File: src/hdl/rrts_pkg.sv
`timescale 1ns / 1ps
// ----------------------------------------------------------------------------
// rrts_pkg
// shared constants for the round-robin thread scheduler
// ----------------------------------------------------------------------------
package rrts_pkg;

  localparam int MAX_THREADS_DEF = 16;
  localparam int COUNT_WIDTH_DEF = 32;

  localparam int FUNC_W  = 3;
  localparam int TID_W   = 4;
  localparam int SLEEP_W = 16;
  localparam int VALUE_W = 32;
  localparam int ST_W    = 3;

  localparam logic [FUNC_W-1:0] FN_TICK   = 3'd0;
  localparam logic [FUNC_W-1:0] FN_SPAWN  = 3'd1;
  localparam logic [FUNC_W-1:0] FN_TERM   = 3'd2;
  localparam logic [FUNC_W-1:0] FN_BLOCK  = 3'd3;
  localparam logic [FUNC_W-1:0] FN_RESUME = 3'd4;
  localparam logic [FUNC_W-1:0] FN_SLEEP  = 3'd5;
  localparam logic [FUNC_W-1:0] FN_QUERY  = 3'd6;

  localparam logic [ST_W-1:0] ST_FREE     = 3'd0;
  localparam logic [ST_W-1:0] ST_READY    = 3'd1;
  localparam logic [ST_W-1:0] ST_RUNNING  = 3'd2;
  localparam logic [ST_W-1:0] ST_BLOCKED  = 3'd3;
  localparam logic [ST_W-1:0] ST_SLEEPING = 3'd4;

  localparam logic [1:0] WHY_TICK  = 2'd0;
  localparam logic [1:0] WHY_EXIT  = 2'd1;
  localparam logic [1:0] WHY_BLOCK = 2'd2;
  localparam logic [1:0] WHY_SLEEP = 2'd3;

endpackage

File: src/hdl/round_robin_thread_scheduler.sv
`timescale 1ns / 1ps
// ----------------------------------------------------------------------------
// round_robin_thread_scheduler
// round-robin scheduler of thread slots with block, resume and sleep
// ----------------------------------------------------------------------------
// usage:
//   a command (in_func, in_thread_id, in_sleep_quantums, in_entry_valid) is
//   taken at a rising edge with start high and busy low. busy then stays
//   high while a small sequencer walks the thread slots one per cycle.
//   the result appears on the out_ ports for one cycle with out_valid high;
//   the receiver cannot stall it, so it must take every transfer.
// command sequence (accept edge to next possible accept edge):
//   query, resume, error cases and a block of a sleeper pass the decode
//   state at most; spawn searches for a free slot from id 1; removal of a
//   ready thread from the queue first finds it, then shifts one entry per
//   cycle; a context switch (exit, block, sleep, tick) walks every slot
//   once for due sleepers, then pops the next thread; a tick requeues the
//   outgoing thread before the pop. the result strobe is the last cycle;
//   the next command can be taken at the edge that ends it.
// reset:
//   rst_n low at a rising edge returns slot 0 to running, all other slots free,
//   the ready queue empty and the quantum total one. terminating slot 0
//   repeats the same state by a restore in the decode step (the queue
//   store has no reset and is only read below its fill count).
// ----------------------------------------------------------------------------
module round_robin_thread_scheduler
  import rrts_pkg::*;
#(
  parameter int MAX_THREADS = MAX_THREADS_DEF,
  parameter int COUNT_WIDTH = COUNT_WIDTH_DEF
) (
  input  logic               clk,
  input  logic               rst_n,
  input  logic               start,
  output logic               busy,
  input  logic [FUNC_W-1:0]  in_func,
  input  logic [TID_W-1:0]   in_thread_id,
  input  logic [SLEEP_W-1:0] in_sleep_quantums,
  input  logic               in_entry_valid,
  output logic               out_valid,
  output logic               out_error,
  output logic [VALUE_W-1:0] out_value,
  output logic [TID_W-1:0]   out_running_id,
  output logic [VALUE_W-1:0] out_total_quantums,
  output logic               out_process_exit
);

  localparam int IW = (MAX_THREADS > 1) ? $clog2(MAX_THREADS) : 1;
  localparam int CW = $clog2(MAX_THREADS + 1);
  localparam int WS = ((COUNT_WIDTH > SLEEP_W) ? COUNT_WIDTH : SLEEP_W) + 1;
  localparam logic [COUNT_WIDTH-1:0] CNT_MAX = {COUNT_WIDTH{1'b1}};

  // sequencer codes
  localparam logic [2:0] S_IDLE  = 3'd0;
  localparam logic [2:0] S_SPAWN = 3'd1;
  localparam logic [2:0] S_WAKE  = 3'd2;
  localparam logic [2:0] S_OUT   = 3'd3;
  localparam logic [2:0] S_POP   = 3'd4;
  localparam logic [2:0] S_RFND  = 3'd5;
  localparam logic [2:0] S_RSHF  = 3'd6;
  localparam logic [2:0] S_DONE  = 3'd7;

  logic [2:0] state_r;

  // slot tables: small, each entry read at a chosen index
  logic [ST_W-1:0]        slot_r  [MAX_THREADS];
  logic [COUNT_WIDTH-1:0] wake_r  [MAX_THREADS];
  logic                   bpend_r [MAX_THREADS];
  logic [COUNT_WIDTH-1:0] runc_r  [MAX_THREADS];
  logic [IW-1:0]          fifo_r  [MAX_THREADS];

  logic [IW-1:0] head_r;
  logic [CW-1:0] cnt_r;
  logic [IW-1:0] cur_r;
  logic [COUNT_WIDTH-1:0] qtot_r;

  // command latch
  logic [FUNC_W-1:0]  func_r;
  logic [TID_W-1:0]   tid_r;
  logic [SLEEP_W-1:0] nq_r;
  logic [1:0]         why_r;
  logic [IW-1:0]      scan_r;   // slot walk / queue position
  logic               err_r;
  logic [VALUE_W-1:0] val_r;
  logic               pexit_r;
  logic               vld_r;

  logic [IW-1:0] t;
  logic          exists;
  assign t = IW'(tid_r);
  assign exists = ({{(32-TID_W){1'b0}}, tid_r} < 32'(MAX_THREADS)) && slot_r[t] != ST_FREE;

  function automatic logic [COUNT_WIDTH-1:0] sat_inc(input logic [COUNT_WIDTH-1:0] v);
    sat_inc = (v == CNT_MAX) ? v : v + 1'b1;
  endfunction

  function automatic logic [IW-1:0] qpos(input logic [IW-1:0] h, input logic [CW-1:0] o);
    logic [CW:0] s;
    s = (CW+1)'(h) + (CW+1)'(o);
    if (s >= (CW+1)'(MAX_THREADS)) s = s - (CW+1)'(MAX_THREADS);
    qpos = s[IW-1:0];
  endfunction

  // sleep wake time, one add and compare
  logic [WS-1:0] wsum;
  logic          wsat;
  assign wsum = WS'(qtot_r) + WS'(nq_r) + WS'(1);
  assign wsat = (wsum > WS'(CNT_MAX));

  logic [IW-1:0] push_pos;
  assign push_pos = qpos(head_r, cnt_r);
  logic [IW-1:0] sh_a, sh_b;
  assign sh_a = qpos(head_r, CW'(scan_r));
  assign sh_b = qpos(head_r, CW'(scan_r) + 1'b1);

  logic last_scan;
  assign last_scan = (scan_r == IW'(MAX_THREADS - 1));

  assign busy = (state_r != S_IDLE);

  always_ff @(posedge clk) begin
    vld_r <= 1'b0;
    if (!rst_n) begin
      state_r <= S_IDLE;
      for (int i = 0; i < MAX_THREADS; i++) begin
        slot_r[i]  <= (i == 0) ? ST_RUNNING : ST_FREE;
        wake_r[i]  <= '0;
        bpend_r[i] <= 1'b0;
        runc_r[i]  <= (i == 0) ? COUNT_WIDTH'(1) : '0;
      end
      head_r <= '0;
      cnt_r  <= '0;
      cur_r  <= '0;
      qtot_r <= COUNT_WIDTH'(1);
      pexit_r <= 1'b0;
      err_r  <= 1'b0;
      val_r  <= '0;
    end else begin
      unique case (state_r)
        S_IDLE: begin
          if (start) begin
            func_r <= in_func; tid_r <= in_thread_id;
            nq_r <= in_sleep_quantums;
            err_r <= 1'b0; val_r <= '0; pexit_r <= 1'b0;
            scan_r <= '0;
            state_r <= S_DONE;
            unique case (in_func)
              FN_TICK: begin
                why_r <= WHY_TICK; qtot_r <= sat_inc(qtot_r); state_r <= S_WAKE;
              end
              FN_SPAWN: begin
                err_r <= 1'b1;
                scan_r <= IW'(1);
                if (in_entry_valid && MAX_THREADS > 1) state_r <= S_SPAWN;
              end
              FN_TERM, FN_BLOCK, FN_RESUME, FN_QUERY: state_r <= S_OUT;
              FN_SLEEP: state_r <= S_OUT;
              default: err_r <= 1'b1;
            endcase
          end
        end
        S_SPAWN: begin
          if (slot_r[scan_r] == ST_FREE) begin
            slot_r[scan_r] <= ST_READY; runc_r[scan_r] <= '0;
            wake_r[scan_r] <= '0; bpend_r[scan_r] <= 1'b0;
            fifo_r[push_pos] <= scan_r; cnt_r <= cnt_r + 1'b1;
            val_r <= VALUE_W'(scan_r); err_r <= 1'b0;
            state_r <= S_DONE;
          end else if (last_scan) state_r <= S_DONE;
          else scan_r <= scan_r + 1'b1;
        end
        S_OUT: begin
          // decode of the targeted commands
          state_r <= S_DONE;
          scan_r <= '0;
          unique case (func_r)
            FN_TERM: begin
              if (!exists) err_r <= 1'b1;
              else if (t == '0) begin
                for (int i = 0; i < MAX_THREADS; i++) begin
                  slot_r[i]  <= (i == 0) ? ST_RUNNING : ST_FREE;
                  wake_r[i]  <= '0; bpend_r[i] <= 1'b0;
                  runc_r[i]  <= (i == 0) ? COUNT_WIDTH'(1) : '0;
                end
                head_r <= '0; cnt_r <= '0; cur_r <= '0;
                qtot_r <= COUNT_WIDTH'(1); pexit_r <= 1'b1;
              end else begin
                slot_r[t] <= ST_FREE; bpend_r[t] <= 1'b0;
                if (slot_r[t] == ST_READY) state_r <= S_RFND;
                else if (slot_r[t] == ST_RUNNING) begin
                  why_r <= WHY_EXIT; qtot_r <= sat_inc(qtot_r); state_r <= S_WAKE;
                end
              end
            end
            FN_BLOCK: begin
              if (!exists || t == '0) err_r <= 1'b1;
              else if (slot_r[t] == ST_SLEEPING) bpend_r[t] <= 1'b1;
              else if (slot_r[t] == ST_RUNNING) begin
                why_r <= WHY_BLOCK; qtot_r <= sat_inc(qtot_r); state_r <= S_WAKE;
              end else if (slot_r[t] == ST_READY) begin
                slot_r[t] <= ST_BLOCKED; state_r <= S_RFND;
              end
            end
            FN_RESUME: begin
              if (!exists) err_r <= 1'b1;
              else if (slot_r[t] == ST_SLEEPING) bpend_r[t] <= 1'b0;
              else if (slot_r[t] == ST_BLOCKED && cnt_r < CW'(MAX_THREADS)) begin
                slot_r[t] <= ST_READY; fifo_r[push_pos] <= t; cnt_r <= cnt_r + 1'b1;
              end else if (slot_r[t] == ST_BLOCKED) slot_r[t] <= ST_READY;
            end
            FN_SLEEP: begin
              if (nq_r == '0 || cur_r == '0) err_r <= 1'b1;
              else begin
                wake_r[cur_r] <= wsat ? CNT_MAX : wsum[COUNT_WIDTH-1:0];
                why_r <= WHY_SLEEP; qtot_r <= sat_inc(qtot_r); state_r <= S_WAKE;
              end
            end
            FN_QUERY: begin
              if (!exists) err_r <= 1'b1;
              else val_r <= VALUE_W'(runc_r[t]);
            end
            default: err_r <= 1'b1;
          endcase
        end
        S_RFND: begin
          // find target in the queue by walking positions
          if (CW'(scan_r) >= cnt_r) state_r <= S_DONE;
          else if (fifo_r[sh_a] == t) state_r <= S_RSHF;
          else scan_r <= scan_r + 1'b1;
        end
        S_RSHF: begin
          if (CW'(scan_r) + 1'b1 >= cnt_r) begin
            cnt_r <= cnt_r - 1'b1; state_r <= S_DONE;
          end else begin
            fifo_r[sh_a] <= fifo_r[sh_b]; scan_r <= scan_r + 1'b1;
          end
        end
        S_WAKE: begin
          // one slot per cycle through the wake compare
          if (slot_r[scan_r] == ST_SLEEPING && wake_r[scan_r] <= qtot_r) begin
            if (bpend_r[scan_r]) slot_r[scan_r] <= ST_BLOCKED;
            else begin
              slot_r[scan_r] <= ST_READY;
              if (cnt_r < CW'(MAX_THREADS)) begin
                fifo_r[push_pos] <= scan_r; cnt_r <= cnt_r + 1'b1;
              end
            end
          end
          if (last_scan) state_r <= S_POP;
          else scan_r <= scan_r + 1'b1;
          if (last_scan) begin
            unique case (why_r)
              WHY_BLOCK: slot_r[cur_r] <= ST_BLOCKED;
              WHY_SLEEP: begin slot_r[cur_r] <= ST_SLEEPING; bpend_r[cur_r] <= 1'b0; end
              WHY_TICK:  slot_r[cur_r] <= ST_READY;
              WHY_EXIT:  ;
            endcase
            why_r <= (why_r == WHY_TICK) ? WHY_TICK : WHY_EXIT;
          end
        end
        S_POP: begin
          // push outgoing on tick, then pop next cycle
          if (why_r == WHY_TICK && cnt_r < CW'(MAX_THREADS)) begin
            fifo_r[push_pos] <= cur_r; cnt_r <= cnt_r + 1'b1;
            why_r <= WHY_EXIT;
          end else begin
            if (cnt_r != '0) begin
              cur_r <= fifo_r[head_r];
              slot_r[fifo_r[head_r]] <= ST_RUNNING;
              runc_r[fifo_r[head_r]] <= sat_inc(runc_r[fifo_r[head_r]]);
              head_r <= (head_r == IW'(MAX_THREADS - 1)) ? '0 : head_r + 1'b1;
              cnt_r <= cnt_r - 1'b1;
            end
            state_r <= S_DONE;
          end
        end
        S_DONE: begin
          vld_r <= 1'b1;
          state_r <= S_IDLE;
        end
        default: state_r <= S_IDLE;
      endcase
    end
  end

  assign out_valid          = vld_r;
  assign out_error          = err_r;
  assign out_value          = err_r ? '0 : val_r;
  assign out_running_id     = TID_W'(cur_r);
  assign out_total_quantums = VALUE_W'(qtot_r);
  assign out_process_exit   = pexit_r;

  // a result strobe always ends a command and leaves the block free
  a_done_idle: assert property (@(posedge clk) disable iff (!rst_n)
    out_valid |-> !busy) else $error("result while busy");
  // the running slot is marked running when idle
  a_cur_run: assert property (@(posedge clk) disable iff (!rst_n)
    !busy |-> slot_r[cur_r] == ST_RUNNING) else $error("current slot not running");
  // queue fill never exceeds the slot count
  a_cnt: assert property (@(posedge clk) disable iff (!rst_n)
    cnt_r <= CW'(MAX_THREADS)) else $error("queue overfill");
  // main exit leaves the reset total
  a_exit: assert property (@(posedge clk) disable iff (!rst_n)
    out_valid && out_process_exit |-> out_total_quantums == VALUE_W'(1))
    else $error("exit total wrong");

endmodule
File: config.mk
export PLATFORM = sky130hd
export DESIGN_NAME = round_robin_thread_scheduler
export DESIGN_NICKNAME = d
export VERILOG_FILES = /design/src/hdl/rrts_pkg.sv /design/src/hdl/round_robin_thread_scheduler.sv
export SDC_FILE = /design/constraint.sdc
export NUM_CORES = 2
export LEC_CHECK = 0
export ABC_AREA = 1
export BUFFER_PORTS_ARGS = -buffer_cell sky130_fd_sc_hd__buf_2
export CORE_ASPECT_RATIO = 0.75
export CORE_UTILIZATION = 50
export CTS_CLUSTER_DIAMETER = 40
export DETAILED_ROUTE_END_ITERATION = 10
export PLACE_DENSITY = 0.64
export SETUP_SLACK_MARGIN = 0.4
export SYNTH_ARGS = -nofsm -noshare
export SYNTH_HDL_FRONTEND = slang
export SYNTH_SLANG_ARGS = --single-unit
export TNS_END_PERCENT = 100
File: constraint.sdc
create_clock -name clk -period 5.95 [get_ports clk]
set_clock_uncertainty 0.2 [all_clocks]
set_input_delay 1.785 -clock clk [delete_from_list [all_inputs] [get_ports clk]]
set_output_delay 1.785 -clock clk [all_outputs]
set_load 0.02 [all_outputs]
Word level (Yosys, flattened, before mapping)
Memories as Yosys holds them, arrays and structs flattened. A register that Yosys moved wholly into a read port is not among the register bits.
Cells that the tools add are included.
- input port bits: 27
- output and inout bits: 72
- memories kept: 5
- RAM bits: 1152
- bits in registers: 112
- logic and storage cells: 559
- memory list (memory ; depth ; bits a word ; read ports ; clocked after memory_dff ; write ports ; RTL line ; RTL):
    runc_r ; 16 ; 32 ; 2 ; 1 ; 16 ; round_robin_thread_scheduler.sv:69 ; logic [COUNT_WIDTH-1:0] runc_r [MAX_THREADS];
    wake_r ; 16 ; 32 ; 1 ; 1 ; 16 ; round_robin_thread_scheduler.sv:67 ; logic [COUNT_WIDTH-1:0] wake_r [MAX_THREADS];
    fifo_r ; 16 ; 4 ; 3 ; 1 ; 1 ; round_robin_thread_scheduler.sv:70 ; logic [IW-1:0] fifo_r [MAX_THREADS];
    slot_r ; 16 ; 3 ; 2 ; 2 ; 16 ; round_robin_thread_scheduler.sv:66 ; logic [ST_W-1:0] slot_r [MAX_THREADS];
    bpend_r ; 16 ; 1 ; 1 ; 1 ; 16 ; round_robin_thread_scheduler.sv:68 ; logic bpend_r [MAX_THREADS];
- $add $sub $neg: 15
- bitwise gates (word level): 76
- reduce and logical (&&, ||, !) cells: 47
- mux-type cells: 324
- equality and inequality tests: 70
- order comparisons: 8
- operators by type and width (cell ; number):
    two-way mux 32 bit ; 53
    case mux 32 bit (3 select lines) ; 2
    two-way mux 4 bit ; 40
    two-way mux 1 bit ; 146
    two-way mux 3 bit ; 44
    OR reduction 32 bit ; 4
    bitwise OR 1 bit ; 76
    adder 32 x 1 -> 32 bit, second input constant ; 2
    equality test 32 bit, second input constant ; 2
    case mux 32 bit (2 select lines) ; 1
    two-way mux 5 bit ; 12
    inequality test 3 bit, second input constant ; 18
    equality test 3 bit, second input constant ; 12
    inequality test 2 bit, second input constant ; 17
    adder 32 x 16 -> 33 bit ; 1
    adder 33 x 1 -> 33 bit, second input constant ; 1
    > comparator 33 x 32 -> 1 bit, second input constant ; 1
    less-or-equal comparator 32 bit ; 1
    two-way mux 2 bit ; 13
    case mux 5 bit (5 select lines) ; 1
    equality test 3 x 2 -> 1 bit, second input constant ; 8
    case mux 3 bit (8 select lines) ; 1
    case mux 4 bit (6 select lines) ; 1
    case mux 3 bit (3 select lines) ; 2
    other kinds (50) ; 81

Longest topological paths before layout
- depth in word-level cells: 15
- gate-level depth with buffers: 31
- mapped depth without buffers: 25

Worst setup path after synthesis
Ideal clock, no wire load.
- kind: reg2reg
- start point: register (tool-made name)
- end point: memory fifo_r[10][0] (netlist bit), enable pin
- path buffers: 6
- data required time: 5.420 ns
- setup time: 0.330 ns
- arrival: 4.244 ns
- period minus slack after synthesis: 4.774 ns
- stages on the path, launching flop included: 24
- slack: 1.176 ns
- path through: dfxtp_1 -> clkbuf_1 -> inv_1 -> clkbuf_1 -> clkbuf_1 -> clkbuf_1 -> clkbuf_1 -> clkbuf_1 -> nor2_1 -> o221ai_1 -> nand3_1 -> nand2_1 -> ha_1 -> nand4_1 -> nor3_1 -> nor4b_1 -> nand3_1 -> nand2_1 -> nand2_1 -> inv_1 -> nand2_1 -> o311ai_0 -> nand3_1 -> nor2_1
- RTL lines (what ; RTL line):
    to (decl) ; round_robin_thread_scheduler.sv:70

==> impl_summary.txt <==
----------------------------------------------------
[Status]
  Run status ... completed

[Setup path]
  Endpoint required time on the critical path ... 6.40 ns
  Crit. End Element ... flip-flop
  Critical R2R Launch ... out_total_quantums[0]$_SDFFE_PN1P_
  Worst Path Max Fanout ... 18
  CP arrival ... 5.95 ns
  Worst Setup Start Kind ... flip-flop
  Capture point of the worst path ... wake_r[7][10]$_SDFFCE_PN0P_
  Beginning of the critical path ... out_total_quantums[0]$_SDFFE_PN1P_
  Critical R2R Capture ... wake_r[7][10]$_SDFFCE_PN0P_
  Worst Setup Path Type ... flip-flop to flip-flop
  Number of cells traversed by the worst register-to-register path ... 17
  FF-to-FF setup slack ... 0.44 ns

[Place]
  Pre-CTS setup slack ... 0.0872 ns
  Detailed Place HPWL ... 155 mm
  # port buffers ... 98
  Placer Congestion ... 0.983

[Clock tree]
  Root buffer cell ... clkbuf_16
  Clock tree from TritonCTS ... yes
  Clock-pin slew on the worst setup and hold paths ... 0.06 ns
  Hold buffer count at CTS ... 0
  Number of sinks handled by clock tree synthesis ... 1276
  Number of buffers inserted during clock tree synthesis ... 160
  Insertion delay of the later-clocked pin in the worst-skew pair ... 0.83 ns
  CTS HTree Levels ... 4
  Max Buffers Root-to-Sink ... 3
  Post-CTS setup buffer count ... 0

[Power]
  Switching fraction of total power ... 41.4%
  Clock Power Share ... 29.3%
  Leak ... 27.6 nW
  Power per standard cell area ... 444 nW/um^2
  Sw power ... 14.2 mW
  Maximum resistive drop on vdd ... 0.285 mV
  Proportion of power drawn by combinational gates ... 39.0%
  Sequential share of power ... 31.6%
  Cell-internal power ... 20.0 mW

[Flow run]
  Max-cap violations ... 0

[Yosys]
  Post-synthesis area per instance ... 8.76 um^2
  Count of flip-flops with a built-in enable after synthesis ... 1172
  Yosys Warn Count ... 0
  Post-synthesis sequential element count ... 1276
  Sequential-to-total area share from yosys stat ... 54.5%
  Post-synthesis cell count ... 7805
  Adder-Cell Fraction of Synth Area ... 1.45%
  Compound-gate portion of the synthesized area ... 13.1%
  Mux share of post-synthesis cell area ... 0%
  Share of flip-flops with an asynchronous set or reset after synthesis ... 0%
  Dominant combinational cell family by area after synthesis ... simple AND/OR/NAND/NOR gates
  Count of cell types in the netlist ... 61
  Ys flop type ... edfxtp_1
  Basic-gate share of the synthesized area counting and, or, nand and nor cells ... 23.8%
  Share of the synthesized netlist area taken by xor and xnor gates ... 0.641%
  Post-Synthesis Cell Area ... 68300 um^2

[Final layout]
  Fraction of layout instances using a drive strength above 1 ... 11.1%
  Net count reported at finish ... 7855
  Layout overhead on the synthesized area ... 12.7%

[Floorplanning]
  Top-level port count ... 99
  Core area ... 136000 um^2
  X dimension of the die ... 429 um
  Die Area ... 138000 um^2
  Row count ... 117
  Die Span Y ... 322 um
  Initial Utilization ... 50.4%

[Detailed routing]
  Routed via count ... 62082
  Per-cell routed wire length ... 26.5 um
  Iteration count of the initial detailed-routing pass ... 7
  Total wire length after detailed routing ... 256 mm
  Number of design-rule violations left by the first detailed-router iteration ... 10443
  Via density ... 6.42
  Number of remaining DRC errors ... 0
  Remaining antenna violation count after routing ... 0

[Global routing]
  Remaining global-route overflow ... 0
  All-Layer GR Usage ... 36.2%
  First-pass GRT wire length ... 373 mm
  Antenna violations before repair ... 6
  Pin count of the biggest net entering global routing ... 173
  Vias in the first global route ... 57000

[STA]
  Relative slew margins ... 7.48%
  Worst slew pin tran ... 1.38 ns
  Final-report hold violation count ... 0
  Number of setup violations in the final report ... 0
  Final period util ... 92.6%
  Maximum achievable frequency ... 182 MHz
  Shortest clock period the worst path allows after layout ... 5.51 ns
  Final-layout setup total negative slack ... 0 ns
  Final WS setup ... 0.442 ns
  Unrepaired setup endpoints after global routing ... true
  Total count of max-transition violations in the final report ... 0

[Min path]
  Class of the most critical hold timing path ... flip-flop to flip-flop

----------------------------------------------------
==> flip-flops by register name, indices dropped and copies added, names as in the netlist, named ones only <==
name	flops
out_total_quantums	32
head_r	4
t	4
state_r	3
val_r	32
slot_r	48
why_r	2
func_r	3
out_valid	1
fifo_r	64
out_process_exit	1
scan_r	4
out_error	1
out_running_id	4
bpend_r	16
wake_r	512
runc_r	512
cnt_r	5
nq_r	16
==> Yosys cell counts (all sizes together), types with 9 or more instances <==
library cell | instances | area (um^2)
a211oi | 23 | 173
clkbuf | 389 | 1460
clkinv | 9 | 33.8
nor2 | 1822 | 7080
o21ai | 790 | 4000
xor2 | 38 | 333
o221ai | 189 | 1660
a31oi | 10 | 62.6
o211ai | 102 | 766
edfxtp | 1172 | 35200
nand2 | 947 | 3630
ha | 73 | 913
nand3 | 910 | 4620
inv | 423 | 1590
nand3b | 13 | 97.6
buf | 213 | 1310
o22ai | 65 | 407
o21a | 12 | 90.1
dfxtp | 104 | 2080
xnor2 | 12 | 105
nand4 | 43 | 275
nor3 | 69 | 360
nor4 | 16 | 100
a21oi | 311 | 1560
==> cell usage in the layout, fill, tap and decap left out, drive strengths merged, types with 3 or more instances in the layout <==
cell type and n:
dfxtp 104, ha 73, a211oi 23, clkinv 52, o221ai 189, nand3 910
clkinvlp 21, o21a 12, o31ai 3, xnor2 12, conb 32, o21ai 790
buf 355, bufinv 17, a22oi 5, nand3b 13, nor3 69, or3b 4
nand4 43, a21oi 311, a311oi 8, fa 4, clkbuf 184, a41oi 3
nor2 1822, o211ai 102, xor2 38, inv 454, nand2 947, edfxtp 1172
o22ai 65, nor3b 3, a31oi 10, nor4 16
==> metrics by stage <==
stage / power [mW] / area (um^2) / hold WS, ns / instances / util, %
2_1_floorplan: 19.2 / 68500 / 0.218 / 7836 / -
3_3_place_gp: 23.6 / 71600 / 0.228 / 9373 / 52.7
3_5_place_dp: 23.8 / 71600 / 0.236 / 9373 / 52.7
4_1_cts: 33.7 / 77000 / 0.245 / 9669 / 56.7
5_1_grt: 35.6 / 77000 / 0.271 / 9670 / 56.8
6_report: 34.2 / 77000 / 0.253 / 9671 / 56.8
==> worst min path at each step <==
| stage | start | endpoint | slack [ns] | depth (start not counted) |
|---|---|---|---|---|
| floorplan | bpend_r[0]$_DFF_P_ | bpend_r[0]$_DFF_P_ | 0.22 | 2 |
| global placement | bpend_r[0]$_DFF_P_ | bpend_r[0]$_DFF_P_ | 0.23 | 2 |
| detailed placement | bpend_r[0]$_DFF_P_ | bpend_r[0]$_DFF_P_ | 0.24 | 2 |
| CTS | bpend_r[0]$_DFF_P_ | bpend_r[0]$_DFF_P_ | 0.24 | 2 |
| global route | val_r[31]$_SDFFE_PN0P_ | val_r[31]$_SDFFE_PN0P_ | 0.27 | 2 |
| finish | val_r[15]$_SDFFE_PN0P_ | val_r[15]$_SDFFE_PN0P_ | 0.25 | 2 |
==> repair_timing <==
action | CTS | global route
endpoints found under the setup margin | 64 | 189
gates resized for setup | 2 | 11
pin swaps | 0 | 0
hold endpoints to repair | 0 | 0
==> layer usage <==
layer / GRT usage [%] / part of all wire, % / vias to the layer above
li1: - / - / 27071
met1: 53.7 / 41 / 29515
met2: 49.0 / 40 / 4834
met3: 12.2 / 16 / 652
met4: 12.0 / 3.1 / 10
met5: 0 / 0.030 / -
==> final cells by class <==
| cell class | instances | area (um^2) |
|---|---|---|
| Antenna cell | 1 | 2.50 |
| Multi-Input combinational cell | 5526 | 27000 |
| Fill cell | 11950 | 58700 |
| Tap cell | 1785 | 2230 |
| Timing Repair Buffer | 355 | 3400 |
| Clock inverter | 112 | 1250 |
| Sequential cell | 1276 | 37300 |
| Clock buffer | 184 | 4180 |
| Inverter | 432 | 1650 |
==> cell families (layout without fill, tap and decap cells) <==
group / count (synthesis) / after routing
simple gates: 3832 / 3832
compound gates: 1535 / 1535
flops: 1276 / 1276
buf+inv: 1034 / 1083
fa+ha+maj: 77 / 77
xor+xnor: 50 / 50
other cells: 1 / 33
==> worst max-delay path, cell delays in order (launching register included) <==
cell and delay (ns):
dfxtp_1 0.49, inv_1 0.17, ha_1 0.26, fa_1 0.41, nand3b_1 0.17, nand2_1 0.11
a21oi_1 0.10, o21bai_1 0.14, a21oi_1 0.11, o21ai_1 0.21, a21boi_0 0.24, o21ai_1 0.60
inv_1 0.17, nor3_2 0.25, nand2_1 0.33, inv_2 0.54, o21ai_1 0.55, nor2_1 0.26
==> power groups by stage <==
stage / Clock [mW] / Sequential [mW] / Combinational, mW
2_1_floorplan: 0 / 10.8 / 8.42
3_3_place_gp: 0 / 11.0 / 12.7
3_5_place_dp: 0 / 11.0 / 12.8
4_1_cts: 10.1 / 10.8 / 12.9
5_1_grt: 10.4 / 10.9 / 14.3
6_report: 10.0 / 10.8 / 13.3
(Power assumes the default switching activity.)
